## config.mk

```make
export PLATFORM = sky130hd
export DESIGN_NAME = top_k_variant_selector_top
export DESIGN_NICKNAME = d
export VERILOG_FILES = /design/src/rtl/core/tkvs_pkg.sv /design/src/rtl/core/tkvs_cell.sv /design/src/rtl/core/top_k_variant_selector_top.sv
export SDC_FILE = /design/constraint.sdc
export NUM_CORES = 2
export LEC_CHECK = 0
export ABC_CLOCK_PERIOD_IN_PS = 26800
export BUFFER_PORTS_ARGS = -buffer_cell sky130_fd_sc_hd__buf_2
export CELL_PAD_IN_SITES_DETAIL_PLACEMENT = 1
export CELL_PAD_IN_SITES_GLOBAL_PLACEMENT = 2
export CORE_MARGIN = 5
export CORE_UTILIZATION = 47
export CTS_CLUSTER_SIZE = 24
export DETAILED_ROUTE_END_ITERATION = 10
export HOLD_SLACK_MARGIN = 0.02
export PLACE_DENSITY_LB_ADDON = 0.15
export REMOVE_ABC_BUFFERS = 1
export SLEW_MARGIN = 20
export SYNTH_ARGS = -nofsm -noshare
export SYNTH_HDL_FRONTEND = slang
export SYNTH_SLANG_ARGS = --single-unit
```

## constraint.sdc

```tcl
create_clock -name clock -period 26.8 [get_ports clock]
set_clock_uncertainty 0.1 [all_clocks]
set_input_delay 2.68 -clock clock [delete_from_list [all_inputs] [get_ports clock]]
set_output_delay 2.68 -clock clock [all_outputs]
set_load 0.05 [all_outputs]
```

## src/rtl/core/tkvs_pkg.sv

```systemverilog
// ----------------------------------------------------------------------------
// Top-k variant selector package
// Shared widths, codes, item types and preference/sort compare functions.
// ----------------------------------------------------------------------------
`default_nettype none

package tkvs_pkg;

   localparam int SLOTS_DEF   = 8;
   localparam int WINDOW      = 1024;
   localparam int OFFSET_W    = $clog2(WINDOW);
   localparam int POS_W       = 32;
   localparam int KIND_W      = 2;
   localparam int ALLELE_W    = 4;
   localparam int DEPTH_W     = 16;
   localparam int FREQ_W      = 16;
   localparam int CSR_DATA_W  = 32;
   localparam int CSR_INDEX_W = 1;

   localparam logic [CSR_INDEX_W-1:0] CSR_WINDOW_START   = 1'b0;
   localparam logic [CSR_INDEX_W-1:0] CSR_FREQ_THRESHOLD = 1'b1;

   localparam logic CMD_OFFER    = 1'b0;
   localparam logic CMD_FINALIZE = 1'b1;

   localparam logic [KIND_W-1:0] KIND_SNV  = 2'd0;
   localparam logic [KIND_W-1:0] KIND_INS  = 2'd1;
   localparam logic [KIND_W-1:0] KIND_DEL  = 2'd2;
   localparam logic [KIND_W-1:0] KIND_NONE = 2'd3;

   localparam logic [FREQ_W-1:0] HALF_Q16        = 16'h8000;
   localparam logic [FREQ_W:0]   ONE_Q16         = 17'h10000;
   localparam logic [FREQ_W-1:0] THRESHOLD_RESET = 16'd3277;

   typedef struct packed {
      logic                command;
      logic [OFFSET_W-1:0] offset;
      logic [KIND_W-1:0]   var_type;
      logic [ALLELE_W-1:0] allele;
      logic [DEPTH_W-1:0]  depth;
      logic [FREQ_W-1:0]   allele_freq;
   } req_type;

   typedef struct packed {
      logic                found;
      logic [POS_W-1:0]    ref_position;
      logic [KIND_W-1:0]   kind;
      logic [ALLELE_W-1:0] allele_index;
      logic [DEPTH_W-1:0]  coverage;
      logic [FREQ_W-1:0]   frequency;
      logic                last;
   } rsp_type;

   typedef struct packed {
      logic [POS_W-1:0]    position;
      logic [KIND_W-1:0]   kind;
      logic [ALLELE_W-1:0] allele;
      logic [DEPTH_W-1:0]  coverage;
      logic [FREQ_W-1:0]   frequency;
   } entry_type;

   typedef struct packed {
      logic sort_mode;
      logic clear_marks;
   } cell_ctl_type;

   function automatic logic [FREQ_W-1:0] deviation(input logic [FREQ_W-1:0] f);
      return (f >= HALF_Q16) ? (f - HALF_Q16) : (HALF_Q16 - f);
   endfunction

   // True if entry a is strictly less preferred than entry b.
   function automatic logic worse(input entry_type a, input entry_type b);
      logic [FREQ_W-1:0] da;
      logic [FREQ_W-1:0] db;
      da = deviation(a.frequency);
      db = deviation(b.frequency);
      if (da == db) begin
         return a.coverage < b.coverage;
      end
      return da > db;
   endfunction

   // True if entry a sorts strictly ahead of entry b on position, kind, allele.
   function automatic logic sorts_ahead(input entry_type a, input entry_type b);
      return {a.position, a.kind, a.allele} < {b.position, b.kind, b.allele};
   endfunction

endpackage

`default_nettype wire

```

## src/rtl/core/tkvs_cell.sv

```systemverilog
// ----------------------------------------------------------------------------
// Top-k variant selector cell
// Holds one slot and passes the running worst or lowest-key entry onward.
// ----------------------------------------------------------------------------
`default_nettype none

module tkvs_cell #(
   parameter int IDX_W    = 3,
   parameter int CELL_IDX = 0
) (
   input  wire                          clock,
   input  wire                          reset,
   input  wire tkvs_pkg::cell_ctl_type  ctl,
   input  wire                          live,
   input  wire                          wr_en,
   input  wire tkvs_pkg::entry_type     wr_entry,
   input  wire                          mark_en,
   input  wire                          in_valid,
   input  wire [IDX_W-1:0]              in_idx,
   input  wire tkvs_pkg::entry_type     in_entry,
   output logic                         out_valid,
   output logic [IDX_W-1:0]             out_idx,
   output tkvs_pkg::entry_type          out_entry
);

   tkvs_pkg::entry_type entry_ff;
   logic                mark_ff;
   logic                mark_in;
   logic                eligible;
   logic                take_own;
   logic                out_valid_ff;
   logic                out_valid_in;
   logic [IDX_W-1:0]    out_idx_ff;
   logic [IDX_W-1:0]    out_idx_in;
   tkvs_pkg::entry_type out_entry_ff;
   tkvs_pkg::entry_type out_entry_in;

   always_comb begin
      eligible = ctl.sort_mode ? (live && !mark_ff) : live;
      if (!eligible) begin
         take_own = 1'b0;
      end else if (!in_valid) begin
         take_own = 1'b1;
      end else if (ctl.sort_mode) begin
         take_own = tkvs_pkg::sorts_ahead(entry_ff, in_entry);
      end else begin
         take_own = tkvs_pkg::worse(entry_ff, in_entry);
      end
      out_valid_in = take_own || in_valid;
      out_idx_in   = take_own ? IDX_W'(CELL_IDX) : in_idx;
      out_entry_in = take_own ? entry_ff : in_entry;
      if (ctl.clear_marks) begin
         mark_in = 1'b0;
      end else begin
         mark_in = mark_ff || mark_en;
      end
   end

   always_ff @(posedge clock) begin
      if (reset) begin
         mark_ff      <= 1'b0;
         out_valid_ff <= 1'b0;
      end else begin
         mark_ff      <= mark_in;
         out_valid_ff <= out_valid_in;
      end
   end

   always_ff @(posedge clock) begin
      if (wr_en) begin
         entry_ff <= wr_entry;
      end
      out_idx_ff   <= out_idx_in;
      out_entry_ff <= out_entry_in;
   end

   assign out_valid = out_valid_ff;
   assign out_idx   = out_idx_ff;
   assign out_entry = out_entry_ff;

endmodule

`default_nettype wire

```

## src/rtl/core/top_k_variant_selector_top.sv

```systemverilog
// ----------------------------------------------------------------------------
// Top-k variant selector
// Keeps the SLOTS most balanced candidates and emits them sorted on finalize.
// ----------------------------------------------------------------------------
// An offer that is filtered out, or that lands while slots are free, is taken without the block leaving idle.
// An offer into a full store scans the cell chain and keeps busy high through the scan and the replace step.
// A finalize with n kept entries gives n items in sort order, one per scan of the cell chain;
// with an empty store the single item follows in the next cycle.
// The chain length SLOTS sets each scan; the receiver cannot stall results.
// Reset empties the store and restores the register defaults; slot contents stay unknown.
`default_nettype none

module top_k_variant_selector_top #(
   parameter int SLOTS = tkvs_pkg::SLOTS_DEF
) (
   input  wire                                  clock,
   input  wire                                  reset,
   input  wire                                  start,
   output logic                                 busy,
   input  wire tkvs_pkg::req_type               req_item,
   output logic                                 rsp_strobe,
   output tkvs_pkg::rsp_type                    rsp_item,
   input  wire                                  csr_we,
   input  wire [tkvs_pkg::CSR_INDEX_W-1:0]      csr_index,
   input  wire [tkvs_pkg::CSR_DATA_W-1:0]       csr_wdata
);

   localparam int IDX_W  = (SLOTS > 1) ? $clog2(SLOTS) : 1;
   localparam int USED_W = $clog2(SLOTS + 1);

   localparam logic [1:0] ST_IDLE = 2'd0;
   localparam logic [1:0] ST_SCAN = 2'd1;
   localparam logic [1:0] ST_USE  = 2'd2;

   logic [1:0]                       state_ff, state_in;
   logic [IDX_W-1:0]                 cnt_ff, cnt_in;
   logic [IDX_W-1:0]                 emit_ff, emit_in;
   logic [USED_W-1:0]                used_ff, used_in;
   logic                             sort_mode_ff, sort_mode_in;
   tkvs_pkg::entry_type              new_entry_ff, new_entry_in;
   logic [tkvs_pkg::POS_W-1:0]       window_start_ff, window_start_in;
   logic [tkvs_pkg::FREQ_W-1:0]      threshold_ff, threshold_in;
   logic                             rsp_strobe_ff, rsp_strobe_in;
   tkvs_pkg::rsp_type                rsp_item_ff, rsp_item_in;

   logic                             accept;
   logic                             band_ok;
   logic                             offer_ok;
   logic                             full;
   logic                             last_emit;
   tkvs_pkg::entry_type              offer_entry;
   logic                             wr_any;
   logic [IDX_W-1:0]                 wr_idx;
   tkvs_pkg::entry_type              wr_entry;
   logic                             mark_any;
   tkvs_pkg::cell_ctl_type           ctl;

   logic [SLOTS:0]                   chain_valid;
   logic [IDX_W-1:0]                 chain_idx   [0:SLOTS];
   tkvs_pkg::entry_type              chain_entry [0:SLOTS];

   assign busy       = (state_ff != ST_IDLE);
   assign accept     = start && !busy;
   assign full       = (used_ff == USED_W'(SLOTS));
   assign last_emit  = ((USED_W'(emit_ff) + USED_W'(1)) == used_ff);

   assign band_ok = (req_item.allele_freq > threshold_ff) &&
                    ({1'b0, req_item.allele_freq} < (tkvs_pkg::ONE_Q16 - {1'b0, threshold_ff}));
   assign offer_ok = band_ok && (req_item.var_type != tkvs_pkg::KIND_NONE);

   assign offer_entry.position  = window_start_ff + tkvs_pkg::POS_W'(req_item.offset);
   assign offer_entry.kind      = req_item.var_type;
   assign offer_entry.allele    = req_item.allele;
   assign offer_entry.coverage  = req_item.depth;
   assign offer_entry.frequency = req_item.allele_freq;

   assign ctl.sort_mode   = sort_mode_ff;
   assign ctl.clear_marks = accept && (req_item.command == tkvs_pkg::CMD_FINALIZE);

   always_comb begin
      window_start_in = window_start_ff;
      threshold_in    = threshold_ff;
      if (csr_we) begin
         case (csr_index)
            tkvs_pkg::CSR_WINDOW_START: begin
               window_start_in = csr_wdata;
            end
            tkvs_pkg::CSR_FREQ_THRESHOLD: begin
               threshold_in = csr_wdata[tkvs_pkg::FREQ_W-1:0];
            end
            default: begin
               window_start_in = window_start_ff;
            end
         endcase
      end
   end

   always_comb begin
      state_in      = state_ff;
      cnt_in        = cnt_ff;
      emit_in       = emit_ff;
      used_in       = used_ff;
      sort_mode_in  = sort_mode_ff;
      new_entry_in  = new_entry_ff;
      rsp_strobe_in = 1'b0;
      rsp_item_in   = rsp_item_ff;
      wr_any        = 1'b0;
      wr_idx        = used_ff[IDX_W-1:0];
      wr_entry      = offer_entry;
      mark_any      = 1'b0;
      case (state_ff)
         ST_IDLE: begin
            if (accept) begin
               if (req_item.command == tkvs_pkg::CMD_FINALIZE) begin
                  if (used_ff == '0) begin
                     rsp_strobe_in    = 1'b1;
                     rsp_item_in      = '0;
                     rsp_item_in.last = 1'b1;
                  end else begin
                     sort_mode_in = 1'b1;
                     cnt_in       = '0;
                     emit_in      = '0;
                     state_in     = ST_SCAN;
                  end
               end else if (offer_ok) begin
                  if (full) begin
                     new_entry_in = offer_entry;
                     sort_mode_in = 1'b0;
                     cnt_in       = '0;
                     state_in     = ST_SCAN;
                  end else begin
                     wr_any  = 1'b1;
                     used_in = used_ff + USED_W'(1);
                  end
               end
            end
         end
         ST_SCAN: begin
            if (cnt_ff == IDX_W'(SLOTS - 1)) begin
               cnt_in   = '0;
               state_in = ST_USE;
            end else begin
               cnt_in = cnt_ff + IDX_W'(1);
            end
         end
         ST_USE: begin
            if (sort_mode_ff) begin
               rsp_strobe_in            = 1'b1;
               rsp_item_in.found        = 1'b1;
               rsp_item_in.ref_position = chain_entry[SLOTS].position;
               rsp_item_in.kind         = chain_entry[SLOTS].kind;
               rsp_item_in.allele_index = chain_entry[SLOTS].allele;
               rsp_item_in.coverage     = chain_entry[SLOTS].coverage;
               rsp_item_in.frequency    = chain_entry[SLOTS].frequency;
               rsp_item_in.last         = last_emit;
               mark_any                 = 1'b1;
               if (last_emit) begin
                  used_in  = '0;
                  state_in = ST_IDLE;
               end else begin
                  emit_in  = emit_ff + IDX_W'(1);
                  state_in = ST_SCAN;
               end
            end else begin
               if (!tkvs_pkg::worse(new_entry_ff, chain_entry[SLOTS])) begin
                  wr_any   = 1'b1;
                  wr_idx   = chain_idx[SLOTS];
                  wr_entry = new_entry_ff;
               end
               state_in = ST_IDLE;
            end
         end
         default: begin
            state_in = ST_IDLE;
         end
      endcase
   end

   always_ff @(posedge clock) begin
      if (reset) begin
         state_ff        <= ST_IDLE;
         cnt_ff          <= '0;
         emit_ff         <= '0;
         used_ff         <= '0;
         sort_mode_ff    <= 1'b0;
         window_start_ff <= '0;
         threshold_ff    <= tkvs_pkg::THRESHOLD_RESET;
         rsp_strobe_ff   <= 1'b0;
      end else begin
         state_ff        <= state_in;
         cnt_ff          <= cnt_in;
         emit_ff         <= emit_in;
         used_ff         <= used_in;
         sort_mode_ff    <= sort_mode_in;
         window_start_ff <= window_start_in;
         threshold_ff    <= threshold_in;
         rsp_strobe_ff   <= rsp_strobe_in;
      end
   end

   always_ff @(posedge clock) begin
      new_entry_ff <= new_entry_in;
      rsp_item_ff  <= rsp_item_in;
   end

   assign chain_valid[0] = 1'b0;
   assign chain_idx[0]   = '0;
   assign chain_entry[0] = '0;

   for (genvar i = 0; i < SLOTS; i++) begin : g_cell
      logic live;
      logic wr_en;
      logic mark_en;

      assign live    = (USED_W'(i) < used_ff);
      assign wr_en   = wr_any && (wr_idx == IDX_W'(i));
      assign mark_en = mark_any && (chain_idx[SLOTS] == IDX_W'(i));

      tkvs_cell #(
         .IDX_W    (IDX_W),
         .CELL_IDX (i)
      ) u_cell (
         .clock     (clock),
         .reset     (reset),
         .ctl       (ctl),
         .live      (live),
         .wr_en     (wr_en),
         .wr_entry  (wr_entry),
         .mark_en   (mark_en),
         .in_valid  (chain_valid[i]),
         .in_idx    (chain_idx[i]),
         .in_entry  (chain_entry[i]),
         .out_valid (chain_valid[i+1]),
         .out_idx   (chain_idx[i+1]),
         .out_entry (chain_entry[i+1])
      );
   end

   assign rsp_strobe = rsp_strobe_ff;
   assign rsp_item   = rsp_item_ff;

endmodule

`default_nettype wire

```

* Yosys cells after proc, flatten, opt, wreduce, memory -nomap -nowiden *
Cells that the tools add are included.

cells by class
  add/subtract/negate cells = 38
  $lt $le $gt $ge = 49
  equality and inequality tests = 43
  muxes and demuxes = 159
  bitwise logic cells = 2
  reduce and logical (&&, ||, !) cells = 70

operators by type and width
  kind                                                                          number
  70-bit two-way mux                                                            10
  72-bit two-way mux                                                            4
  38-bit less-than comparator                                                   7
  16-bit greater-or-equal comparator (second input constant)                    16
  16-bit two-way mux                                                            16
  16-bit subtractor (first input constant)                                      16
  16-bit subtractor (second input constant)                                     16
  16-bit > comparator                                                           9
  72-bit case mux with 2 select lines                                           1
  16-bit == test                                                                8
  16-bit less-than comparator                                                   8
  1-bit two-way mux                                                             96
  3-bit two-way mux                                                             13
  32-bit by 10-bit adder with 32-bit output                                     1
  1-bit logical AND                                                             28
  3-bit == test (second input constant)                                         9
  2-bit != test (second input constant)                                         13
  5-bit AND reduction                                                           5
  4-bit two-way mux                                                             6
  16-bit by 17-bit less-than comparator with 1-bit output                       1
  17-bit by 16-bit subtractor with 17-bit output (first input constant)         1
  3-bit by 4-bit less-than comparator with 1-bit output (first input constant)  4
  1-bit logical OR                                                              14
  2-bit two-way mux                                                             7
  other kinds (26)                                                              52

word-level totals
  bits in registers = 1,360
  bits of input ports = 86
  output and inout port bits = 74

* Logic depth before layout (Yosys ltp) *
  depth in word-level cells = 14
  mapped depth = 19
  mapped depth without buffers = 17

* Hierarchy *
Synthesis repeated with hierarchy kept, for this count alone.

unflattened totals
  cells, all modules = 5,575
  area, all modules = 66,879.1 sq um

modules (own cells, without submodules)
  module                             times used  cells an instance  area each (sq um)
  tkvs_cell at g_cell[3].u_cell ...  4           560                7,024.2
  tkvs_cell at g_cell[1].u_cell ...  3           560                6,787.8
  top_k_variant_selector_top         1           1,095              11,344.6
  tkvs_cell at g_cell[0].u_cell      1           560                7,074.3

* Worst setup path after synthesis *
No wires, ideal clock.

  path kind = in2reg
  start point = input port req_item[10] in the netlist's numbering
  end point = register new_entry_ff[0] in the netlist's numbering (enable)
  setup time = 0.599 ns
  arrival = 9.346 ns
  data required time = 26.101 ns
  setup slack = 16.755 ns
  stages on the path = 8
  cell sequence = ha_1 -> and4_1 -> or4b_1 -> a21oi_1 -> a211oi_1 -> a21oi_1 -> nand3b_4 -> nor3b_1

on the way
  cells in the longest elaborated chain, start to end = 4

ends and longest elaborated chain
  what                                                                                                   line                                                                text
  start, declared                                                                                        top_k_variant_selector_top.sv:20                                    input wire tkvs_pkg::req_type req_item,
  16-bit by 17-bit less-than comparator with 1-bit output / 16-bit > comparator (equally long branches)  top_k_variant_selector_top.sv:68, top_k_variant_selector_top.sv:67
  1-bit logical AND *                                                                                    top_k_variant_selector_top.sv:67                                    assign band_ok = (req_item.allele_freq > threshold_ff) &&
  1-bit logical AND *                                                                                    top_k_variant_selector_top.sv:69                                    assign offer_ok = band_ok && (req_item.var_type != tkvs_pkg::KIND_NONE);
  5-bit AND reduction (no source line) *                                                                 -
  end signal, assigned                                                                                   top_k_variant_selector_top.sv:202                                   new_entry_ff <= new_entry_in;
  end, declared                                                                                          top_k_variant_selector_top.sv:40                                    tkvs_pkg::entry_type new_entry_ff, new_entry_in;

Every way passes the cells marked *; elsewhere a longest branch is shown, timed or not.
A chain may end at the register's enable or synchronous reset.

* Worst setup path after layout *
  start point = input port req_item[10] in the netlist's numbering
  end point = register g_cell[7].u_cell.entry_ff[67] in the netlist's numbering (enable)

on the way
  cells in the longest elaborated chain, start to end = 8

ends and longest elaborated chain
  what                                                                                                   line                                                                text
  16-bit by 17-bit less-than comparator with 1-bit output / 16-bit > comparator (equally long branches)  top_k_variant_selector_top.sv:68, top_k_variant_selector_top.sv:67
  1-bit logical AND *                                                                                    top_k_variant_selector_top.sv:67
  1-bit logical AND *                                                                                    top_k_variant_selector_top.sv:69
  1-bit two-way mux *                                                                                    top_k_variant_selector_top.sv:125                                   end else if (offer_ok) begin
  1-bit two-way mux *                                                                                    top_k_variant_selector_top.sv:114                                   if (req_item.command == tkvs_pkg::CMD_FINALIZE) begin
  1-bit two-way mux *                                                                                    top_k_variant_selector_top.sv:113                                   if (accept) begin
  1-bit case mux with 2 select lines *                                                                   top_k_variant_selector_top.sv:111                                   case (state_ff)
  1-bit logical AND *                                                                                    top_k_variant_selector_top.sv:216                                   assign wr_en = wr_any && (wr_idx == IDX_W'(i));
  named net g_cell[7].u_cell.wr_en                                                                       tkvs_cell.sv:15                                                     input wire wr_en,
  end signal, assigned                                                                                   tkvs_cell.sv:71                                                     entry_ff <= wr_entry;
  end, declared                                                                                          tkvs_cell.sv:26                                                     tkvs_pkg::entry_type entry_ff;

The timed path passes the listed nets; every way through them passes the cells marked *.

==> out/metrics.yaml <==
worst_hold_path:
  min_to: "g_cell[3].u_cell.out_idx[1]"
  whs_path_depth: 1
  min_path_type: "flip-flop to flip-flop"
  hp-start: "g_cell[2].u_cell.out_idx[1]"
global_route:
  antenna_found_initial: 7
  grt_usage_pct: 25.3
  grt_max_degree: 71
  grt_pass1_wl_um: 269000
  grt-ovfl-total: 0
  grt_pass1_vias: 43200
setup_path:
  worst_ep_required_time_ps: 27100
  cpMaxStageDelayCell: "nor2_4"
  worstPathCellList: "buf_2, ha_1, and4_1, or4b_1, a21oi_1, a211oi_1, a21oi_1, nand3b_4, o32a_2, nor2_4, buf_4"
  startpoint_type: "input pin"
  r2r_start: "new_entry_ff[3]"
  end_kind: "flip-flop"
  cp_max_fo: 40
  r2r_cells: 15
  r2r_setup_slack_ps: 20190
  arrival_ps: 6930
  max_stage_delay_ps: 860
  r2r_end: "g_cell[7].u_cell.entry_ff[67]"
  path_class: "input pin to flip-flop"
  worst_path_most_repeated_cell: "a21oi_1"
sta:
  max_freq_mhz: 151
  finalHoldViolCount: 0
  slew_viol_final: 0
  worst_slew_pin_slew_ps: 1120
  timing.hold.ws_ps: 314
  rsz0062_at_grt: "false"
  tns_ps: 0
  slew-limit-headroom_pct: 25.3
  period_share_pct: 24.7
  fin_crit_ps: 6630
  setup-violations-final: 0
routing:
  viasPerCell: 5.50
  vias: 40300
  routed_wl_um: 180000
  ant_nets: 0
  avgRoutedWirePerCell_um: 24.5
  first_iter_violations: 2284
  dr.pass1.iters: 5
  drc: 0
cells_and_area:
  final_cell_area_sq_um: 70400
  fin_util_pct: 53.5
  drive_above_1_share_pct: 18.3
  nets: 6098
  syn2layout_area_growth_pct: 12.9
logic_synthesis:
  synth_top_flop_cell: "edfxtp_1"
  synth-edff-count: 702
  async_flop_share_pct: 0
  syn_inst: 5227
  synthMuxAreaShare_pct: 10.2
  ys_seq_area_share_pct: 54.8
  ys_ff_latch: 1356
  yosysWarningCount: 0
  synth_adder_area_share_pct: 11.5
  synth-simple-area-share_pct: 9.18
  synth_top_area_share_pct: 33.8
  syn_area_per_cell_sq_um: 11.9
  ys_types: 72
  netlist_area_sq_um: 62300
  synth_compound_area_share_pct: 6.90
  synth_top_family_by_area: "adder cells"
  yosys.area.top_type: "edfxtp_1"
  synthTopCellsByArea: "edfxtp_1, dfxtp_1, ha_1"
  synthXorXnorAreaFrac_pct: 3.54
run_status:
  outcome: "finished, final reports clean"
pwr:
  power_density_nw_per_um2: 72.4
  p_leak_nw: 27.0
  peakVddDrop_v: 0.0000586
clocking:
  clkTransAtPathRegs_ps: 60
  cts_resized: 0
  cts_tree: "done"
  worstSkewPairLatency_ps: 800
  cts_root_buffer: "clkbuf_16"
  cts_num_sinks: 1356
  numCtsBuffers: 148
  hold_buffers: 0
  post_cts_buffers: 0
  cts_max_level: 4
  cts_max_path_buffers: 3
placement:
  dpl_cell_area_sq_um: 65200
  place_congestion: 0.831
  dp_hpwl_um: 131000
  port-buffer-count: 159
die:
  initial_core_util_pct: 47.4
  ios: 160
  core_sq_um: 132000
  die_width_um: 374
  rows: 133
  die_h_um: 374
  dieArea_sq_um: 140000
flow_run:
  drv_cap: 0
==> Yosys cell counts (62+ instances only) <==
cell type / number
nor3_1: 105
mux2_2: 542
inv_1: 477
clkbuf_1: 72
ha_1: 570
a21oi_1: 320
xor2_1: 106
a21o_1: 62
edfxtp_1: 702
o21ai_0: 110
dfxtp_1: 654
nand2_1: 235
and2_1: 134
nand4_1: 92
xnor2_1: 146
nor2_1: 336
==> metrics by stage <==
stage | setup WS [ps] | power, mW | instances
6_report | 20170 | 5.10 | 7326
2_1_floorplan | 16760 | 2.80 | 5091
4_1_cts | 20180 | 5.14 | 7320
5_1_grt | 19890 | 5.32 | 7323
3_5_place_dp | 19380 | 3.02 | 7043
3_3_place_gp | 19420 | 3.00 | 7040
==> where the power goes <==
group	switching [mW]	leakage, nW	total [mW]	internal [mW]
Clock	0.862	2.48	2.11	1.25
Combinational	0.377	12.8	0.647	0.269
Sequential	0.0643	11.7	2.34	2.27
==> cell type report <==
cell class | instances | area, sq um
clock inverters | 66 | 867
fillers | 13400 | 61200
clock buffers | 211 | 4220
well taps | 1755 | 2200
inverters | 482 | 1810
multi-input cells | 3253 | 25900
flip-flops and latches | 1356 | 34200
diodes | 3 | 7.51
repair buffers | 200 | 1220
==> logic make-up (layout without fill, tap and decap cells) <==
group	count (synthesis)	count (layout)
flip-flops	1356	1356
other	0	3
AND/OR/NAND/NOR	1158	1158
adder cells (fa/ha/maj)	571	571
XOR/XNOR	252	252
multiplexers	569	569
buffers and inverters	618	959
AO/OA/AOI/OAI	703	703
==> placed cells by master, fill, tap and decap left out, types with 9 or more instances in the layout <==
master     instances
and3_1            19
a31oi_1           30
nand4_1           92
a21oi_1          319
edfxtp_1         702
ha_1             570
clkinv_2          25
nand2b_1          37
nor2b_1           29
a221oi_1          11
a21o_1            62
o31ai_1            9
nand2_1          233
mux2_2           542
nor4_1            45
o2111ai_1         11
clkbuf_16        152
buf_2            159
o21a_1            23
mux2i_1           27
dfxtp_1          654
nor2_1           328
o211ai_1          21
clkbuf_8          19
buf_4             35
nor3_1           105
a2111oi_0         17
a211oi_1          36
xor2_1           106
clkbuf_1          40
and2_1           133
inv_1            477
bufinv_16         15
nand3_1           61
or2_2             10
o21ai_0          109
xnor2_1          146
or3_1             10
==> worst max path at each step <==
stage                          startpoint                             to  slack (ps)  cells past startpoint
final                        req_item[10]  g_cell[7].u_cell.entry_ff[67]       20170                     11
after global routing      new_entry_ff[3]  g_cell[7].u_cell.entry_ff[65]       19890                     15
after CTS                 new_entry_ff[3]  g_cell[7].u_cell.entry_ff[67]       20180                     15
after detailed placement     req_item[10]  g_cell[7].u_cell.entry_ff[63]       19380                     11
after global placement       req_item[10]  g_cell[1].u_cell.entry_ff[25]       19420                     11
after floorplan              req_item[10]                new_entry_ff[0]       16760                      8
==> worst max-delay path, delay by kind of cell <==
| family | cells | cell delay, ps |
|---|---|---|
| buf+inv | 2 | 920 |
| compound gates | 4 | 1090 |
| fa+ha+maj | 1 | 310 |
| simple gates | 4 | 1800 |
==> sequential cells by signal, summed over array words and instances (netlist names) <==
signal and flops:
g_cell.u_cell.entry_ff 560, g_cell.u_cell.out_entry 560, rsp_item 72, new_entry_ff 70
window_start_ff 32, g_cell.u_cell.out_idx 17, threshold_ff 16, g_cell.u_cell.mark_ff 8
g_cell.u_cell.out_valid 7, used_ff 4, cnt_ff 3, emit_ff 3
state_ff 2, rsp_strobe 1, sort_mode_ff 1
==> layer usage <==
| layer | vias to the layer above | global-route usage, % | share of wire [%] |
|---|---|---|---|
| met5 | - | 0 | 0 |
| met4 | 0 | 6.72 | 2.5 |
| met3 | 218 | 3.30 | 3.5 |
| met2 | 703 | 44.3 | 49 |
| met1 | 20300 | 33.2 | 45 |
| li1 | 19100 | - | - |
(Power assumes the default switching activity.)
